## src/rtl/skt_pkg.sv

```systemverilog
// ----------------------------------------------------------------------------
// Sorted keymap table: shared package
// Types, codes and constants used by the cell chain and its controller.
// ----------------------------------------------------------------------------
package skt_pkg;

  // Request modes
  typedef enum logic [1:0] {
    MODE_SET_SCAN = 2'd0,
    MODE_SET_IDX  = 2'd1,
    MODE_GET_SCAN = 2'd2,
    MODE_GET_IDX  = 2'd3
  } mode_t;

  // Result status codes
  typedef enum logic [1:0] {
    ST_OK     = 2'd0,
    ST_RANGE  = 2'd1,
    ST_FULL   = 2'd2,
    ST_UNUSED = 2'd3
  } status_t;

  // Keycodes that remove an entry when set
  localparam logic [9:0] KC_NULL     = 10'd0;
  localparam logic [9:0] KC_UNMAPPED = 10'd240;

  // Operation applied to the whole chain in the update cycle
  typedef enum logic [1:0] {
    OP_NONE   = 2'd0,
    OP_WRITE  = 2'd1,
    OP_INSERT = 2'd2,
    OP_DELETE = 2'd3
  } op_t;

  // One table entry
  typedef struct packed {
    logic [31:0] sc;
    logic [9:0]  kc;
  } ent_t;

  // Entry picked out by one cell, zero when not selected
  typedef struct packed {
    logic hit;
    logic eq;
    ent_t ent;
  } tap_t;

  // Broadcast command from the controller to every cell
  typedef struct packed {
    logic cmp_en;   // register compare flags
    logic tap_en;   // register selected entry
    logic by_scan;  // select by sorted boundary instead of position
    op_t  op;       // shift / write operation
    ent_t ent;      // search key and new entry data
  } cell_cmd_t;

endpackage

```

## src/rtl/skt_cell.sv

```systemverilog
// ----------------------------------------------------------------------------
// Sorted keymap table: storage cell
// Holds one entry, compares it against the broadcast key, offers it to the
// result tree when selected and shifts it to or from its neighbors.
// ----------------------------------------------------------------------------
module skt_cell #(
  parameter int PW       = 8,
  parameter int CW       = 9,
  parameter int CELL_IDX = 0
) (
  input  logic               clk,
  input  skt_pkg::cell_cmd_t cmd,
  input  logic [PW-1:0]      pos,
  input  logic [CW-1:0]      count,
  input  skt_pkg::ent_t      dn_ent,   // entry of the cell below
  input  skt_pkg::ent_t      up_ent,   // entry of the cell above
  input  logic               lt_prev,  // cell below holds a smaller key
  output skt_pkg::ent_t      ent_o,
  output logic               lt_o,
  output skt_pkg::tap_t      tap_o,
  output logic [PW-1:0]      tpos_o
);
  import skt_pkg::*;

  localparam logic [PW-1:0] MY_POS = PW'(CELL_IDX);
  localparam logic [CW-1:0] MY_CNT = CW'(CELL_IDX);

  ent_t          ent_r, ent_nxt;
  logic          lt_r, lt_nxt;
  logic          eq_r, eq_nxt;
  tap_t          tap_r, tap_nxt;
  logic [PW-1:0] tpos_r, tpos_nxt;
  logic          valid;
  logic          sel;

  assign valid = (MY_CNT < count);

  // Compare stage
  always_comb begin
    lt_nxt = lt_r;
    eq_nxt = eq_r;
    if (cmd.cmp_en) begin
      lt_nxt = valid && (ent_r.sc < cmd.ent.sc);
      eq_nxt = valid && (ent_r.sc == cmd.ent.sc);
    end
  end

  // Select stage: first cell not below the key, or the addressed position
  assign sel = cmd.by_scan ? (lt_prev && !lt_r) : (pos == MY_POS);

  always_comb begin
    tap_nxt  = tap_r;
    tpos_nxt = tpos_r;
    if (cmd.tap_en) begin
      tap_nxt  = '0;
      tpos_nxt = '0;
      if (sel) begin
        tap_nxt.hit = 1'b1;
        tap_nxt.eq  = eq_r;
        tap_nxt.ent = ent_r;
        tpos_nxt    = MY_POS;
      end
    end
  end

  // Update stage: shift up on insert, down on delete, or rewrite keycode
  always_comb begin
    ent_nxt = ent_r;
    case (cmd.op)
      OP_WRITE: begin
        if (MY_POS == pos) ent_nxt.kc = cmd.ent.kc;
      end
      OP_INSERT: begin
        if (MY_POS > pos) ent_nxt = dn_ent;
        else if (MY_POS == pos) ent_nxt = cmd.ent;
      end
      OP_DELETE: begin
        if (MY_POS >= pos) ent_nxt = up_ent;
      end
      default: ent_nxt = ent_r;
    endcase
  end

  always_ff @(posedge clk) begin
    ent_r  <= ent_nxt;
    lt_r   <= lt_nxt;
    eq_r   <= eq_nxt;
    tap_r  <= tap_nxt;
    tpos_r <= tpos_nxt;
  end

  assign ent_o  = ent_r;
  assign lt_o   = lt_r;
  assign tap_o  = tap_r;
  assign tpos_o = tpos_r;

endmodule

```

## config.mk

```make
export PLATFORM = sky130hd
export DESIGN_NAME = skt_cell
export DESIGN_NICKNAME = d
export VERILOG_FILES = /design/src/rtl/skt_pkg.sv /design/src/rtl/skt_cell.sv
export SDC_FILE = /design/constraint.sdc
export NUM_CORES = 1
export LEC_CHECK = 0
export BUFFER_PORTS_ARGS = -buffer_cell sky130_fd_sc_hd__buf_2
export CORE_MARGIN = 2
export CORE_UTILIZATION = 34
export DETAILED_ROUTE_END_ITERATION = 12
export PLACE_DENSITY = 0.73
export SLEW_MARGIN = 10
export SYNTH_ARGS = -nofsm -noshare
export SYNTH_HDL_FRONTEND = slang
export SYNTH_SLANG_ARGS = --single-unit
export TNS_END_PERCENT = 1
```

## constraint.sdc

```tcl
create_clock -name clk -period 2.44 [get_ports clk]
set_input_delay 0.61 -clock clk [delete_from_list [all_inputs] [get_ports clk]]
set_output_delay 0.61 -clock clk [all_outputs]
set_load 0.02 [all_outputs]
```

Yosys cells after proc, flatten, opt, wreduce, memory -nomap -nowiden:

Cells that the tools add are included.

* order comparisons: 4
* equal/unequal tests: 7
* multiplexer cells: 8
* reduce and logical (&&, ||, !) cells: 9

Operators by type and width (number)
* $mux W42: 3
* $pmux W32 S2: 1
* $mux W44: 1
* $eq A32 B32 Y1: 1
* $lt A32 B32 Y1: 1
* $pmux W10 S3: 1
* $mux W10: 1
* $lt A1 B9 Y1 const A: 1
* $ge A1 B8 Y1 const A: 1
* $gt A1 B8 Y1 const A: 1
* $logic_not A8 Y1: 1
* $eq A2 B2 Y1 const B: 2
* $ne A2 B2 Y1 const B: 2
* $reduce_and A4 Y1: 1
* $logic_and A1 B1 Y1: 3
* $ne A3 B3 Y1 const B: 1
* $reduce_and A3 Y1: 1
* $reduce_bool A3 Y1: 1
* $eq A2 B1 Y1 const B: 1
* $reduce_bool A2 Y1: 1
* $logic_not A1 Y1: 1
* $mux W1: 1

* bits in registers: 88
* bits of input ports: 150
* output and inout port bits: 95

Depth between registers and ports, before layout:

Gate-level depths: netlist of run 1.

* word-level depth: 4
* mapped depth: 7
* depth with buffers taken out: 7

Worst setup path after synthesis of run 1:

OpenSTA, ideal clock, no wires.

* path kind: input -> register
* start: input cmd[39] in the netlist's numbering
* end: register lt_r, in the netlist lt_o (data pin)
* setup time: 0.158 ns
* arrival time: 2.100 ns
* slack: 0.182 ns
* cell stages on the path: 7
* cell sequence: inv_1 ha_1 a211oi_2 nor2_1 or3_1 or4_1 a211oi_2

* cells in the longest elaborated chain, start to end: 2

Ends and longest elaborated chain
* start, declared: RTL line skt_cell.sv:12 `input skt_pkg::cell_cmd_t cmd,`
* $lt A32 B32 Y1: RTL line skt_cell.sv:43 `lt_nxt = valid && (ent_r.sc < cmd.ent.sc);`
* $logic_and A1 B1 Y1: RTL line skt_cell.sv:43
* end signal, assigned: RTL line skt_cell.sv:86 `lt_r <= lt_nxt;`
* end, declared: RTL line skt_cell.sv:29 `logic lt_r, lt_nxt;`

No other way between the ends.
A chain may end at the register's enable or synchronous reset.

Worst setup path after layout of run 1:

* start: register ent_r, in the netlist ent_o[39]
* end: register lt_r, in the netlist lt_o (data pin)

* cells in the longest elaborated chain, start to end: 2

Ends and longest elaborated chain
* start, declared: RTL line skt_cell.sv:28 `ent_t ent_r, ent_nxt;`
* start signal, assigned: RTL line skt_cell.sv:85 `ent_r <= ent_nxt;`
* $lt A32 B32 Y1: RTL line skt_cell.sv:43
* $logic_and A1 B1 Y1: RTL line skt_cell.sv:43

No other way between the ends.

==> results of run 1 <==
-- layer usage --
metal	part of all wire, %	up-vias	GRT usage [%]
li1	-	1544	-
met1	42	1467	19.6
met2	48	123	26.7
met3	6.9	18	4.77
met4	2.7	0	7.91
met5	0	-	0
-- worst max path at each step --
stage	slack, ns	start	to	depth (start not counted)
floorplan	0.18	cmd[39]	lt_o	7
global placement	-0.07	cmd[39]	lt_o	8
detailed placement	-0.07	cmd[39]	lt_o	8
CTS	0.22	ent_o[39]	lt_o	6
global route	0.06	ent_o[39]	eq_r	6
finish	0.23	ent_o[39]	lt_o	6
-- cells by family (layout without fill, tap and decap cells) --
kind of cell             Yosys count  in the layout  synth area share [%]
other                              1             10                0.0858
adder cells (fa/ha/maj)           32             32                  9.16
AO/OA/AOI/OAI                     25             25                  3.84
flip-flops                        88             88                  60.5
AND/OR/NAND/NOR                   77             77                  10.8
multiplexers                      42             42                  10.8
buffers and inverters             48            252                  4.81
-- registers in the layout, summed over array words and instances (netlist names) --
signal,cells
eq_r,1
ent_o,42
tap_o,44
lt_o,1
-- synthesized netlist by cell type --
cell type,number,area (um2)
nand4_1,8,50.1
a21oi_1,10,50.1
and2_1,43,269
ha_1,32,400
nor2b_1,1,6.26
nand3_1,4,20.0
nor4_1,4,25.0
inv_1,32,120
nor4_4,1,21.3
nand2_1,5,18.8
o21ai_1,1,5.00
nand3b_1,1,7.51
or4_1,2,15.0
o211ai_1,1,7.51
and3_1,1,6.26
o21ai_0,2,10.0
a211oi_2,2,25.0
a21o_2,1,8.76
a211oi_1,2,15.0
buf_4,8,60.1
buf_1,4,15.0
a21o_1,5,37.5
conb_1,1,3.75
mux2_2,42,473
edfxtp_1,88,2640
clkbuf_1,4,15.0
or3_1,1,6.26
nor2_1,5,18.8
a2111oi_0,1,8.76
or3_2,1,7.51
-- cell usage in the layout, fill, tap and decap left out, types with 2 or more instances in the layout --
cell       netlist  routed
buf_2            0     194
edfxtp_1        88      88
and2_1          43      43
mux2_2          42      42
inv_1           32      32
ha_1            32      32
a21oi_1         10      10
clkbuf_16        0       9
nand4_1          8       8
conb_1           1       8
buf_4            8       6
nor2_1           5       5
a21o_1           5       5
clkbuf_1         4       5
buf_12           0       5
nand2_1          5       4
nand3_1          4       4
nor4_1           4       3
diode_2          0       2
or4_1            2       2
a211oi_1         2       2
o21ai_0          2       2
a211oi_2         2       2
-- report_power, final --
group	switching (mW)	internal [mW]
Combinational	0.204	0.185
Sequential	0.00999	1.71
Clock	0.537	0.685
Total	0.751	2.58
-- final cells by class --
class	count	share of cell area [%]
Timing Repair Buffer	205	18.9
Clock inverter	1	0.0847
Antenna cell	2	0.0847
Inverter	32	2.03
Tap cell	172	3.64
Clock buffer	14	4.13
Sequential cell	88	44.7
Multi-Input combinational cell	184	26.5
-- stage by stage --
step / setup WS, ns / std cells
2_1_floorplan: 0.182 / 320
3_3_place_gp: -0.0727 / 681
3_5_place_dp: -0.0701 / 681
4_1_cts: 0.217 / 696
5_1_grt: 0.0646 / 697
6_report: 0.231 / 698
-- what timing repair did --
action,4_1_cts,5_1_grt
buffers inserted,0,0
gates resized for setup,0,1
endpoints found under the setup margin,0,1
==> results_dict.tcl, run 1 <==
set metrics [dict create \
    synthToLayoutAreaGrowth_pct 35.3 \
    fmax_ghz 0.453 \
    r2r_setup_slack_ns 0.23 \
    power.total_mw 3.33 \
    core_um2 12600 \
    die_h_um 117 \
    path_clk_slew_ns 0.06 \
    skew_ns 0.00570 \
    worst_skew_pair.late_latency_ns 0.34 \
    design_area_um2 5910 \
    hold_path_class "primary input to flip-flop" \
    holdBufCountCts 0 \
    holdPathStages 1 \
    cts_buffers 9 \
    fin_crit_ns 2.21 \
    drive_gt1_share_pct 50.8 \
    wl_per_cell_um 15.5 \
    placed_cell_area_um2 5650 \
    p_leak_nw 2.69 \
    dr.pass1.iters 4 \
    num_io_pins 245 \
    ant_nets 0 \
    post-route-util_pct 47.0 \
    required_ns 2.62 \
    fp.dieW_um 117 \
    min_delay_worst_endpoint "eq_r" \
    synthCells 313 \
    hold_viol 0 \
    gr-usage-all-layers_pct 16.3 \
    overflow 0 \
    seq_area_um2 2640 \
    clock-root-buffer "clkbuf_16" \
    reg2regPathDepth 6 \
    yosysWarnings 0 \
    n_fill_cell 1155 \
    rsz0062_at_grt "false" \
    path_cells "ha_1 > a211oi_2 > nor2_1 > or3_1 > or4_1 > a211oi_2" \
    gp_routability_congestion 0.792 \
    cap_violations 0 \
    nets 702 \
    drc 0 \
    cp_slowest_cell "or4_1" \
    setup_tns_ns 0 \
    crit_top_cell "a211oi_2" \
    hpwl_um 8420 \
    finalHoldWorstSlack_ns 0.483 \
    irDropWorstVdd_uv 323 \
    worst-path-buf-inv 0 \
    yosysUniqueCellTypes 30 \
    cp_max_fo 3 \
    cts.sinks 88 \
    critPathMaxStageDelay_ns 0.52 \
    htreeDepth 3 \
    drt_iter0_markers 142 \
    reg2reg_from "ent_o[39]" \
    drt-total-wl_um 10800 \
    reg2reg_to "lt_o" \
    grt_pass1_vias 3319 \
    fp-row-count 41 \
    crit_family "simple AND/OR/NAND/NOR gates" \
    worstHoldStart "cmd[46]" \
    min_period_over_period_pct 90.5 \
    multi_input_area_um2 1560 \
    grt_start_max_net_pins 43 \
    slew_viol_final 0 \
    setup_violations 0 \
    endpoint_kind "flip-flop" \
    via_count 3152 \
    power.density_nw_per_um2 563 \
    cp-start-kind "flip-flop" \
    netlist_area_um2 4370 \
    start_util_pct 34.8 \
    ys_ff_latch 88 \
    outcome "completed" \
    grt_pass1_wl_um 17200 \
    port-buffer-count 194 \
    synth-seq-area-share_pct 60.5 \
    arrival_ns 2.39 \
    dieArea_um2 13800 \
    via_per_inst 4.52 \
    avgSynthCellArea_um2 14.0 \
    clock_path_buffers 2 \
    cts_tree "built" \
    setup.worst_path.class "flip-flop to flip-flop" \
    antenna_found_initial 1 \
]
Power figures use the tool's default switching activity.
==> run 2: changes to the inputs <==
--- a/config.mk
+++ b/config.mk
@@ -11,3 +11,5 @@
 export DETAILED_ROUTE_END_ITERATION = 12
+export GPL_TIMING_DRIVEN = 0
 export PLACE_DENSITY = 0.73
+export REMOVE_ABC_BUFFERS = 1
 export SLEW_MARGIN = 10
==> constraint.sdc (replaced) <==
create_clock -name clk -period 2.44 [get_ports clk]
set_input_delay 0.122 -clock clk [delete_from_list [all_inputs] [get_ports clk]]
set_output_delay 0.122 -clock clk [all_outputs]
set_load 0.02 [all_outputs]
==> results_dict.tcl, run 2 (synthesized netlist as in run 1, its figures left out) <==
set metrics [dict create \
    path_cells "ha_1 > a211oi_2 > nor2_1 > or3_1 > or4_1 > a211oi_2" \
    antenna_found_initial 0 \
    internal_power_mw 2.79 \
    setup_violations 0 \
    slew_viol_final 0 \
    antenna-diode-count 0 \
    hold_viol 0 \
    min_period_over_period_pct 92.3 \
    hold_path_class "primary input to flip-flop" \
    grt_start_max_net_pins 45 \
    via_count 3144 \
    skew_ns 0.00682 \
    wl_per_cell_um 14.9 \
    cts.sinks 88 \
    final_common_cell "buf_2" \
    swShare_pct 22.2 \
    setup.worst_path.class "flip-flop to flip-flop" \
    irDropWorstVdd_uv 266 \
    cap_violations 0 \
    required_ns 2.60 \
    finalNonFillerCells 689 \
    dr.pass1.iters 4 \
    arrival_ns 2.41 \
    worst_skew_pair.late_latency_ns 0.34 \
    overflow 0 \
    gp_routability_congestion 0.789 \
    dp.cells 672 \
    dieArea_um2 13800 \
    clock-root-buffer "clkbuf_16" \
    clock_path_buffers 2 \
    n_fill_cell 1127 \
    cp_slowest_cell "or4_1" \
    endpoint_kind "flip-flop" \
    p_switching_mw 0.796 \
    clkPwrFrac_pct 41.4 \
    cts_buffers 9 \
    largest_reg_flops 44 \
    fp-row-count 41 \
    crit_top_cell "a211oi_2" \
    seq_power_share_pct 48.0 \
    fp.dieW_um 117 \
    p_leak_nw 2.67 \
    start_util_pct 34.8 \
    path_clk_slew_ns 0.06 \
    port-buffer-count 194 \
    synthToLayoutAreaGrowth_pct 34.8 \
    rsz0062_at_grt "false" \
    fmax_ghz 0.444 \
    grt_pass1_wl_um 16500 \
    cp_max_fo 3 \
    drt_iter0_markers 120 \
    gr-usage-all-layers_pct 15.4 \
    cts_tree "built" \
    grt_pass1_vias 3234 \
    cp-start-kind "flip-flop" \
    core_um2 12600 \
    drc 0 \
    critPathMaxStageDelay_ns 0.51 \
    drt-total-wl_um 10300 \
    nets 694 \
    hpwl_um 7990 \
    outcome "completed" \
    fin_crit_ns 2.25 \
    via_per_inst 4.56 \
    p_comb_share_pct 10.7 \
    die_h_um 117 \
    htreeDepth 3 \
    num_io_pins 245 \
    ant_nets 0 \
    slew_headroom_pct 30.3 \
    power.density_nw_per_um2 608 \
    final_cell_mix "194 x buf_2, 88 x edfxtp_1, 43 x and2_1" \
    power.total_mw 3.58 \
    worstMarginPinSlew_ns 1.05 \
    drive_gt1_share_pct 50.9 \
]
## run 2: cell types whose count changed in the layout (fill, tap and decap cells not counted), moves of 2 or more
cell,previous run,this run
buf_12,5,1
diode_2,2,0
buf_4,6,0
clkbuf_1,5,0
bufinv_16,0,2
## run 2: critical path, delay by kind of cell (launching register included)
kind | cells | cell delay, ns
simple gates | 3 | 0.91
compound gates | 2 | 0.43
flops | 1 | 0.40
fa+ha+maj | 1 | 0.33
## run 2: layout make-up
| class | instances | area (um2) | area share [%] |
|---|---|---|---|
| multi-input combinational | 184 | 1560 | 26.6 |
| sequential | 88 | 2640 | 44.9 |
| timing repair buffer | 197 | 1030 | 17.5 |
| tap | 172 | 215 | 3.65 |
| inverter | 32 | 120 | 2.04 |
| clock inverter | 7 | 95.1 | 1.61 |
| clock buffer | 9 | 225 | 3.82 |
## run 2: final timing paths
path | depth (start not counted) | to | startpoint | slack [ns]
worst max-delay path | 6 | lt_o | ent_o[39] | 0.19
worst min-delay path | 2 | ent_o[31] | up_ent[31] | 0.08
worst max register to register | 6 | lt_o | ent_o[39] | 0.19
worst min register to register | 1 | tap_o[42] | eq_r | 0.52
## run 2: power by group through the flow
stage / registers, mW / clock network [mW] / logic, mW
after floorplan: 1.80 / 0 / 0.148
after global placement: 1.75 / 0 / 0.369
after detailed placement: 1.75 / 0 / 0.386
after CTS: 1.72 / 1.53 / 0.389
after global routing: 1.72 / 1.60 / 0.421
final: 1.72 / 1.48 / 0.382
## run 2: routing by layer
metal | track usage [%] | up-vias | part of all wire [%]
met4 | 6.93 | 0 | 2.4
met3 | 3.84 | 17 | 5.6
met5 | 0 | - | 0
met1 | 18.3 | 1477 | 42
met2 | 26.2 | 120 | 50
li1 | - | 1530 | -
## run 2: through the flow
step | area (um2) | hold slack (ns) | setup TNS (ns) | util, % | setup slack (ns)
floorplan | 4310 | 0.234 | 0 | - | 0.294
global placement | 5490 | 0.340 | -50.03 | 43.7 | -1.16
detailed placement | 5550 | 0.343 | 0 | 44.2 | 0.0909
CTS | 5880 | 0.0600 | 0 | 46.8 | 0.0815
global route | 5890 | 0.0665 | 0 | 46.9 | 0.00946
finish | 5890 | 0.0764 | 0 | 46.9 | 0.188
## run 2: timing repair
action | CTS | global route
endpoints found under the hold margin | 2 | 0
gates resized for setup | 0 | 1
endpoints found under the setup margin | 0 | 2
hold buffers | 1 | 0
buffers inserted | 0 | 0
==> run 3: changes to the inputs <==
Settings changed: ABC_AREA set to 1, PLACE_DENSITY 0.73 to 0.72.
==> results_dict.tcl, run 3 <==
set metrics [dict create \
    reg2reg_from "ent_o[41]" \
    r2r_setup_slack_ns 0.72 \
    cts_tree "built" \
    yosysUniqueCellTypes 25 \
    min_period_over_period_pct 70.5 \
    setup_tns_ns 0 \
    cp_slowest_cell "inv_2" \
    dr.pass1.iters 4 \
    cts_buffers 9 \
    synth_top_area_share_pct 56.0 \
    final_common_cell "buf_2" \
    grt_start_max_net_pins 74 \
    synth_area_leaders "edfxtp_1 56%, ha_1 8.5%, nand2_1 8.2%" \
    reg2reg_to "lt_o" \
    synth-seq-area-share_pct 56.0 \
    crit_path_start "cmd[43]" \
    path_cells "buf_2 > nand2_1 > inv_2 > o21ai_0" \
    ctsResizeCount 0 \
    setup_violations 0 \
    hold_viol 0 \
    yosysWarnings 0 \
    power.total_mw 3.57 \
    gp_routability_congestion 0.788 \
    htreeDepth 3 \
    finalNonFillerCells 834 \
    synth_ff_type "edfxtp_1" \
    start_util_pct 34.4 \
    clock_path_buffers 2 \
    largest_reg_flops 44 \
    cap_violations 0 \
    grt_pass1_vias 3314 \
    via_count 3552 \
    rsz0062_at_grt "false" \
    dp.cells 817 \
    final_cell_mix "194 x buf_2, 103 x nand2_1, 88 x edfxtp_1" \
    netlist_area_um2 4720 \
    antenna_found_initial 0 \
    synth_edf_count 88 \
    power.density_nw_per_um2 583 \
    skew_ns 0.00542 \
    wl_per_cell_um 12.9 \
    crit_end "ent_o[19]" \
    arrival_ns 1.75 \
    reg2regPathDepth 8 \
    ys_ff_latch 88 \
    path_clk_slew_ns 0.06 \
    drive_gt1_share_pct 39.0 \
    required_ns 2.47 \
    num_io_pins 245 \
    synthCells 455 \
    design_area_um2 6130 \
    fmax_ghz 0.581 \
    hold_path_class "primary input to flip-flop" \
    nets 831 \
    drt_iter0_markers 141 \
    slew_headroom_pct 24.4 \
    ant_nets 0 \
    fp.dieW_um 122 \
    yosys.area.top_type "edfxtp_1" \
    drt-total-wl_um 10700 \
    core_um2 13700 \
    clock-root-buffer "clkbuf_16" \
    via_per_inst 4.26 \
    dieArea_um2 14800 \
    dp_worst_setup_slack_ns 0.354 \
    synth-async-reset-ratio_pct 0 \
    overflow 0 \
    cts.sinks 88 \
    placed_cell_area_um2 5800 \
    worst_skew_pair.late_latency_ns 0.34 \
    port-buffer-count 194 \
    endpoint_kind "flip-flop" \
    critPathMaxStageDelay_ns 0.97 \
    gr-usage-all-layers_pct 14.4 \
    fin_crit_ns 1.72 \
    grt_pass1_wl_um 16000 \
    synthTopCellsByCount "103 x nand2_1, 88 x edfxtp_1, 85 x inv_1, 32 x ha_1, 32 x o21ai_0" \
    slew_viol_final 0 \
    cp_max_fo 73 \
    p_leak_nw 2.97 \
    worstMarginPinSlew_ns 1.13 \
    post-route-util_pct 44.7 \
    hpwl_um 7940 \
    antenna-diode-count 0 \
    outcome "completed" \
    synth.most_common_cell "nand2_1" \
    drc 0 \
    die_h_um 122 \
    avgSynthCellArea_um2 10.4 \
    cts_setup_buffers 0 \
    irDropWorstVdd_uv 274 \
    cp-start-kind "primary input" \
    finalHoldWorstSlack_ns 0.0508 \
    fp-row-count 43 \
    synthToLayoutAreaGrowth_pct 29.9 \
    setup.worst_path.class "primary input to flip-flop" \
    postLayoutSetupSlackWorst_ns 0.719 \
]
==> run 3: metal layers <==
metal  GRT usage (%)  wire length, um  vias up  share of wire [%]
met4            6.75              235        0                2.2
met5               0                0        -                  0
met3            3.42              663       15                6.2
met2            25.1             5370      124                 50
met1            16.8             4460     1579                 42
li1                -                -     1834                  -
==> run 3: power by group <==
group / leakage (nW) / switching (mW) / internal [mW] / total (mW)
registers: 0.835 / 0.0105 / 1.71 / 1.72
clock network: 0.150 / 0.568 / 0.898 / 1.47
logic: 1.99 / 0.238 / 0.148 / 0.386
total: 2.97 / 0.816 / 2.76 / 3.57
==> run 3: critical path: cells and delay by family <==
kind / cells / cell delay, ns
buf+inv: 2 / 1.07
simple gates: 1 / 0.32
compound gates: 1 / 0.23
==> run 3: cells by family (layout without fill, tap and decap cells) <==
logic type / after synthesis / in the layout / share of synthesized area [%]
AOI/OAI and AO/OA: 49 / 49 / 5.41
other: 1 / 8 / 0.0795
buffers and inverters: 107 / 299 / 10.6
DFF: 88 / 88 / 56.0
adders and majority gates: 32 / 32 / 8.49
and+or+nand+nor: 178 / 178 / 19.4
==> run 3: worst min path at each step <==
stage / cells past startpoint / startpoint / to
final: 3 / up_ent[5] / ent_o[5]
after global routing: 3 / up_ent[6] / ent_o[6]
after detailed placement: 1 / cmd[46] / lt_o
after CTS: 1 / cmd[46] / eq_r
after global placement: 1 / cmd[46] / lt_o
after floorplan: 0 / cmd[46] / eq_r
==> run 3: area by class of cell <==
cell class | count | area (um2)
multi-input cells | 267 | 1600
well taps | 180 | 225
flip-flops and latches | 88 | 2640
fillers | 1320 | 7590
inverters | 87 | 332
clock buffers | 11 | 233
repair buffers | 196 | 1010
clock inverters | 5 | 81.3
==> run 3: timing repair <==
| action | in CTS | in global routing |
|---|---|---|
| hold buffers | 0 | 1 |
| endpoints found under the hold margin | 0 | 2 |
| endpoints found under the setup margin | 0 | 0 |
